`src/rtl/core/tcw_pkg.sv`:
```
package tcw_pkg;

    localparam int LINE_BYTES   = 160;
    localparam int SCREEN_ROWS  = 25;
    localparam int BUFFER_BYTES = 32768;

    localparam int WINDOW_BYTES = LINE_BYTES * SCREEN_ROWS;
    localparam int MAX_LINE     = (BUFFER_BYTES - 1) / LINE_BYTES;

    // Offset register and the sum of one step (offset plus at most one line).
    localparam int OFF_W  = $clog2(BUFFER_BYTES);
    localparam int SUM_W  = $clog2(BUFFER_BYTES + LINE_BYTES);
    localparam int LINE_W = $clog2(MAX_LINE + 3);
    localparam int COL_W  = $clog2(LINE_BYTES);
    localparam int CSUM_W = $clog2(LINE_BYTES + 2);

    localparam int TOP_MAX = ((MAX_LINE + 2) * LINE_BYTES > WINDOW_BYTES) ?
                             (MAX_LINE + 2) * LINE_BYTES : WINDOW_BYTES;
    localparam int TOP_W   = $clog2(TOP_MAX + 1);

    // Fixed field widths.
    localparam int CHAR_W = 8;
    localparam int ADDR_W = 15;
    localparam int CELL_W = 14;

    localparam int S_TDATA_W = 16;
    localparam int M_TDATA_W = 64;
    localparam int M_TUSER_W = 2;

    localparam logic [CHAR_W-1:0] CODE_LF = 8'h0a;
    localparam logic [CHAR_W-1:0] CODE_CR = 8'h0d;
    localparam logic [CHAR_W-1:0] CODE_BS = 8'h08;

    typedef struct packed {
        logic [OFF_W-1:0]  off;
        logic [LINE_W-1:0] line;
        logic [COL_W-1:0]  col;
    } pos_t;

    typedef struct packed {
        logic              write_valid;
        logic [ADDR_W-1:0] write_address;
        logic [CHAR_W-1:0] write_char;
        logic [CHAR_W-1:0] write_attr;
        logic              clear_screen;
        logic [CELL_W-1:0] start_address;
        logic [CELL_W-1:0] cursor_position;
    } result_t;

endpackage

```
`src/rtl/core/text_console_char_writer.sv`:
```
// Text console character writer.
// The input stream carries one character word per transfer: s_tdata[7:0] is the
// character code and s_tdata[15:8] the color attribute. Line feed, carriage
// return and backspace move the cursor; every other code is written to the
// text buffer with its attribute and advances one cell.
// Each input word yields exactly one output word with the cell write, the
// display start address for scrolling and the new cursor position. When the
// offset runs past the end of the buffer it wraps to zero and the clear flag
// in m_tuser is raised; the receiver applies the cell write before the clear.
// m_tvalid rises in the cycle after input acceptance. The block takes one
// word per cycle: the step is a short piece of logic between the offset
// register and the output register, and s_tready stays high while the output
// register is empty or being drained in the same cycle.
// When the receiver stalls, the output word holds and s_tready drops, so at
// most one finished word waits. Synchronous reset clears the offset to the
// first cell and empties the output register.
module text_console_char_writer
    import tcw_pkg::*;
(
    input  logic                 aclk,
    input  logic                 aresetn,
    // s_tdata: char_code[7:0], attribute[15:8]
    input  logic                 s_tvalid,
    output logic                 s_tready,
    input  logic [S_TDATA_W-1:0] s_tdata,
    // m_tdata: write_address[14:0], write_char[22:15], write_attr[30:23],
    //          start_address[44:31], cursor_position[58:45], zeros above
    output logic                 m_tvalid,
    input  logic                 m_tready,
    output logic [M_TDATA_W-1:0] m_tdata,
    // m_tuser: write_valid[0], clear_screen[1]
    output logic [M_TUSER_W-1:0] m_tuser
);

    pos_t    pos_reg;
    pos_t    pos_next;
    result_t res_reg;
    result_t res_next;
    logic    m_tvalid_reg;
    logic    m_tvalid_next;
    logic    s_accept;

    // The output register can take a new word whenever it is empty or the
    // waiting word leaves in this same cycle.
    assign s_tready = !m_tvalid_reg || m_tready;
    assign s_accept = s_tvalid && s_tready;

    tcw_step u_step (
        .pos       (pos_reg),
        .char_code (s_tdata[CHAR_W-1:0]),
        .attribute (s_tdata[2*CHAR_W-1:CHAR_W]),
        .pos_next  (pos_next),
        .result    (res_next)
    );

    always_comb begin
        m_tvalid_next = m_tvalid_reg;
        if (s_accept) begin
            m_tvalid_next = 1'b1;
        end else if (m_tready) begin
            m_tvalid_next = 1'b0;
        end
    end

    // Cursor state advances only on an accepted word.
    always_ff @(posedge aclk) begin
        if (!aresetn) begin
            pos_reg      <= '0;
            m_tvalid_reg <= 1'b0;
        end else begin
            m_tvalid_reg <= m_tvalid_next;
            if (s_accept) begin
                pos_reg <= pos_next;
            end
        end
    end

    // Payload needs no reset; it is qualified by m_tvalid.
    always_ff @(posedge aclk) begin
        if (s_accept) begin
            res_reg <= res_next;
        end
    end

    assign m_tvalid = m_tvalid_reg;
    assign m_tuser  = {res_reg.clear_screen, res_reg.write_valid};
    assign m_tdata  = {
        (M_TDATA_W - ADDR_W - 2*CHAR_W - 2*CELL_W)'(0),
        res_reg.cursor_position,
        res_reg.start_address,
        res_reg.write_attr,
        res_reg.write_char,
        res_reg.write_address
    };

endmodule

```
`src/rtl/core/tcw_step.sv`:
```
module tcw_step
    import tcw_pkg::*;
(
    input  pos_t              pos,
    input  logic [CHAR_W-1:0] char_code,
    input  logic [CHAR_W-1:0] attribute,
    output pos_t              pos_next,
    output result_t           result
);

    logic [SUM_W-1:0]  new_off;
    logic [LINE_W-1:0] new_line;
    logic [COL_W-1:0]  new_col;
    logic [CSUM_W-1:0] col_sum;
    logic [LINE_W-1:0] lines_up;
    logic [TOP_W-1:0]  top;
    logic [TOP_W-1:0]  start_full;
    logic              overflow;

    // Line and column are kept beside the offset so no divider is needed.
    always_comb begin
        result   = '0;
        new_off  = SUM_W'(pos.off);
        new_line = pos.line;
        new_col  = pos.col;
        col_sum  = '0;
        case (char_code)
            CODE_LF: begin
                new_off  = SUM_W'(pos.off) - SUM_W'(pos.col) + SUM_W'(LINE_BYTES);
                new_line = pos.line + LINE_W'(1);
                new_col  = '0;
            end
            CODE_CR: begin
                new_off = SUM_W'(pos.off) - SUM_W'(pos.col);
                new_col = '0;
            end
            CODE_BS: begin
                if (pos.off <= OFF_W'(2)) begin
                    new_off  = '0;
                    new_line = '0;
                    new_col  = '0;
                end else begin
                    new_off = SUM_W'(pos.off) - SUM_W'(2);
                    if (pos.col >= COL_W'(2)) begin
                        new_col = pos.col - COL_W'(2);
                    end else begin
                        col_sum  = CSUM_W'(pos.col) + CSUM_W'(LINE_BYTES - 2);
                        new_col  = col_sum[COL_W-1:0];
                        new_line = pos.line - LINE_W'(1);
                    end
                end
                result.write_valid   = 1'b1;
                result.write_address = ADDR_W'(new_off);
            end
            default: begin
                result.write_valid   = 1'b1;
                result.write_address = ADDR_W'(pos.off);
                result.write_char    = char_code;
                result.write_attr    = attribute;
                new_off = SUM_W'(pos.off) + SUM_W'(2);
                col_sum = CSUM_W'(pos.col) + CSUM_W'(2);
                if (col_sum >= CSUM_W'(LINE_BYTES)) begin
                    col_sum  = col_sum - CSUM_W'(LINE_BYTES);
                    new_line = pos.line + LINE_W'(1);
                end
                new_col = col_sum[COL_W-1:0];
            end
        endcase

        overflow = (new_off >= SUM_W'(BUFFER_BYTES));

        // Bottom of the window sits one line past the rounded-up current line.
        lines_up   = new_line + LINE_W'(new_col != '0) + LINE_W'(1);
        top        = TOP_W'(lines_up) * TOP_W'(LINE_BYTES);
        start_full = top - TOP_W'(WINDOW_BYTES);

        if (overflow) begin
            pos_next               = '0;
            result.clear_screen    = 1'b1;
            result.start_address   = '0;
            result.cursor_position = '0;
        end else begin
            pos_next.off           = new_off[OFF_W-1:0];
            pos_next.line          = new_line;
            pos_next.col           = new_col;
            result.cursor_position = CELL_W'(new_off >> 1);
            if (top <= TOP_W'(WINDOW_BYTES)) begin
                result.start_address = '0;
            end else begin
                result.start_address = CELL_W'(start_full >> 1);
            end
        end
    end

endmodule

```
`config.mk`:
```
export PLATFORM = sky130hd
export DESIGN_NAME = text_console_char_writer
export DESIGN_NICKNAME = d
export VERILOG_FILES = /design/src/rtl/core/tcw_pkg.sv /design/src/rtl/core/text_console_char_writer.sv /design/src/rtl/core/tcw_step.sv
export SDC_FILE = /design/constraint.sdc
export NUM_CORES = 1
export LEC_CHECK = 0
export BUFFER_PORTS_ARGS = -buffer_cell sky130_fd_sc_hd__buf_2
export CORE_AREA = 2 2 111 113
export DETAILED_ROUTE_END_ITERATION = 10
export DIE_AREA = 0 0 113 115
export PLACE_DENSITY = 0.8
export REMOVE_ABC_BUFFERS = 1
export SYNTH_ARGS = -nofsm -noshare
export SYNTH_HDL_FRONTEND = slang
export SYNTH_SLANG_ARGS = --single-unit
```
`constraint.sdc`:
```
create_clock -name aclk -period 6.44 [get_ports aclk]
set_input_delay 0.322 -clock aclk [delete_from_list [all_inputs] [get_ports aclk]]
set_output_delay 0.322 -clock aclk [all_outputs]
set_load 0.1 [all_outputs]
```
==> flow_summary.ini <==
[power]
peakVddDrop_uv = 141
power_density_nw_per_um2 = 221
leakage_uw = 0.00311

[floorplanning]
die_h_um = 115
die_area_um2 = 13000
ios = 88
dieWidth_um = 113
num_rows = 40
initial_utilization = 0.576
fp.coreArea_um2 = 11800

[synthesis]
synth_area_um2 = 6810
async_reset_ff_frac = 0
synth_seq_area_share = 0.346
synth_ff_type = edfxtp_1
synthCells = 807
synth_edf_count = 57
ys.warnings.count = 0
syn_area_per_cell_um2 = 8.44
ys_ff_latch = 89
synth_cell_types = 77

[final_layout]
flow.area_growth_from_synthesis_pct = 11.5
final_common_cell = buf_2
nets = 916
largest_register_ffs = 55
drive_gt1_frac = 0.169
antennaDiodeCount = 0
mostFrequentLayoutCells = 78 x buf_2, 77 x nand2_1, 61 x nor2_1

[clock_network]
cts_max_path_buffers = 2
ctsResizeCount = 0
cts_hold_buf = 0
clock-sinks = 89
tritoncts = built
post-cts-setup-buffers = 0
cts_root_buffer = clkbuf_16
htreeDepth = 3
clk_latency_ps = 360
numCtsBuffers = 9
clkSlewWorstSetupHoldPaths_ps = 60

[timing]
rsz0062_at_grt = no
post-route-period-util = 0.939
finClkSkew_ps = 12.0
layout_setup_ws_ps = 393
worst_pin_slew_ps = 1280
slew_headroom = 0.149
maxSlewViolCount = 0
min_period_ps = 6050
max_freq_mhz = 165
setup_viol = 0
hold_viol = 0
setup_tns_ps = 0

[routing]
via_count = 6430
wl_um = 18600
first_pass_iters = 8
drc = 5
viasPerCell = 6.35
drtAntennaViolNets = 0
routedWlPerCell_um = 18.4
drt_iter0_markers = 618

[placement]
hpwl_um = 13400
preCtsSetupSlack_ps = 297
port_buffers = 78
place_congestion = 0.970

[status]
violations = DRC
status = finished with violations

[setup_path]
crit_path_start_kind = flop
critPathKind = reg -> reg
cp_max_fo = 9
cp_data_required_time_ps = 6620
crit_path_end_kind = flop
worst_ep_arrival_time_ps = 6230

[global_route]
grt_usage = 0.288
grt_max_degree = 60
gr-total-overflow = 0
grt_pass1_vias = 6104
grt_pass1_wl_um = 30000
antenna_found_initial = 0

[job]
drv_cap = 0

[worst_hold_path]
hp-class = in -> reg
==> power breakdown <==
part	total (µW)	switching, µW	internal [µW]
Clock	556	219	338
Combinational	479	359	120
Sequential	642	10.3	632
==> synthesized netlist by cell type (6+ instances only) <==
| cell type | instances | area [µm²] |
|---|---|---|
| a211oi_1 | 10 | 75.1 |
| a21boi_0 | 6 | 45.0 |
| a21o_1 | 8 | 60.1 |
| a21oi_1 | 53 | 265 |
| a221oi_1 | 10 | 87.6 |
| a22o_1 | 7 | 61.3 |
| a31oi_1 | 8 | 50.1 |
| and2_1 | 21 | 131 |
| and3_1 | 13 | 81.3 |
| buf_4 | 9 | 67.6 |
| clkbuf_1 | 44 | 165 |
| dfxtp_1 | 32 | 641 |
| edfxtp_1 | 57 | 1710 |
| ha_1 | 34 | 425 |
| inv_1 | 34 | 128 |
| nand2_1 | 77 | 289 |
| nand2b_1 | 6 | 37.5 |
| nand3_1 | 29 | 145 |
| nand4_1 | 14 | 87.6 |
| nor2_1 | 61 | 229 |
| nor3_1 | 32 | 160 |
| nor4_1 | 7 | 43.8 |
| o211ai_1 | 8 | 60.1 |
| o21ai_0 | 52 | 260 |
| o22ai_1 | 13 | 81.3 |
| o31ai_1 | 10 | 75.1 |
| o32ai_1 | 6 | 52.6 |
| or3_1 | 6 | 37.5 |
| xnor2_1 | 31 | 272 |
| xor2_1 | 15 | 131 |
==> cells by family (layout without fill, tap and decap cells) <==
| group | count (synthesis) | after routing | synth area share |
|---|---|---|---|
| mux | 1 | 1 | 0.00165 |
| compound gates | 235 | 235 | 0.233 |
| fa+ha+maj | 36 | 36 | 0.0684 |
| flops | 89 | 89 | 0.346 |
| xor+xnor | 46 | 46 | 0.0592 |
| buf+inv | 100 | 150 | 0.0665 |
| other cells | 1 | 9 | 0.000551 |
| simple gates | 299 | 299 | 0.225 |
==> layer usage <==
metal	GRT usage	up-vias	wire (µm)
li1	-	3073	-
met1	0.355	3033	7720
met2	0.487	271	9050
met3	0.0469	53	1230
met4	0.153	0	636
met5	0	-	0
==> worst max-delay path: stages (launching register included) <==
cell and delay [ps]:
dfxtp_2 390, nand3_1 180, or3_1 460, and2_1 240, ha_1 200, nand2_1 50, a2111o_1 150, and4_4 290
nor2_1 50, o32ai_1 290, nor3_1 80, nand2_1 90, nor3_2 60, ha_1 230, or4_1 600, and2_1 260
inv_1 70, ha_1 230, ha_1 210, inv_1 70, fa_1 440, nor2_1 230, nand3_1 160, a31oi_4 270
a2111o_1 250, a21oi_4 80, nor3_1 220
==> stage by stage <==
step           area [µm²]  power [µW]  std cells   util  hold slack (ps)
6_report             7590        1680       1012  0.643              170
4_1_cts              7560        1680       1012  0.640              166
3_3_place_gp         7250        1120        996  0.614              462
3_5_place_dp         7250        1120        996  0.614              493
2_1_floorplan        6510        1040        749      -              421
5_1_grt              7590        1740       1012  0.643              176
==> path summary, 6_finish.rpt <==
path / start / end / slack [ps] / cells after the start
max: pos_reg[5]$_SDFFE_PN0P_ / m_tdata[40]$_SDFFCE_PP0P_ / 390 / 26
min: s_tdata[6] / m_tdata[21]$_SDFFCE_PN0P_ / 170 / 1
max reg2reg: pos_reg[5]$_SDFFE_PN0P_ / m_tdata[40]$_SDFFCE_PP0P_ / 390 / 26
min reg2reg: pos_reg[16]$_SDFFE_PN0P_ / pos_reg[16]$_SDFFE_PN0P_ / 500 / 2
==> area by class of cell <==
cell class              count  area, µm²
clock inverters             6       82.6
flip-flops and latches     89       2350
clock buffers              10        229
fillers                  1035       4220
repair buffers            100        556
multi-input cells         626       4060
well taps                 147        184
inverters                  34        128
Note: power is estimated with default switching activity, not from simulation.
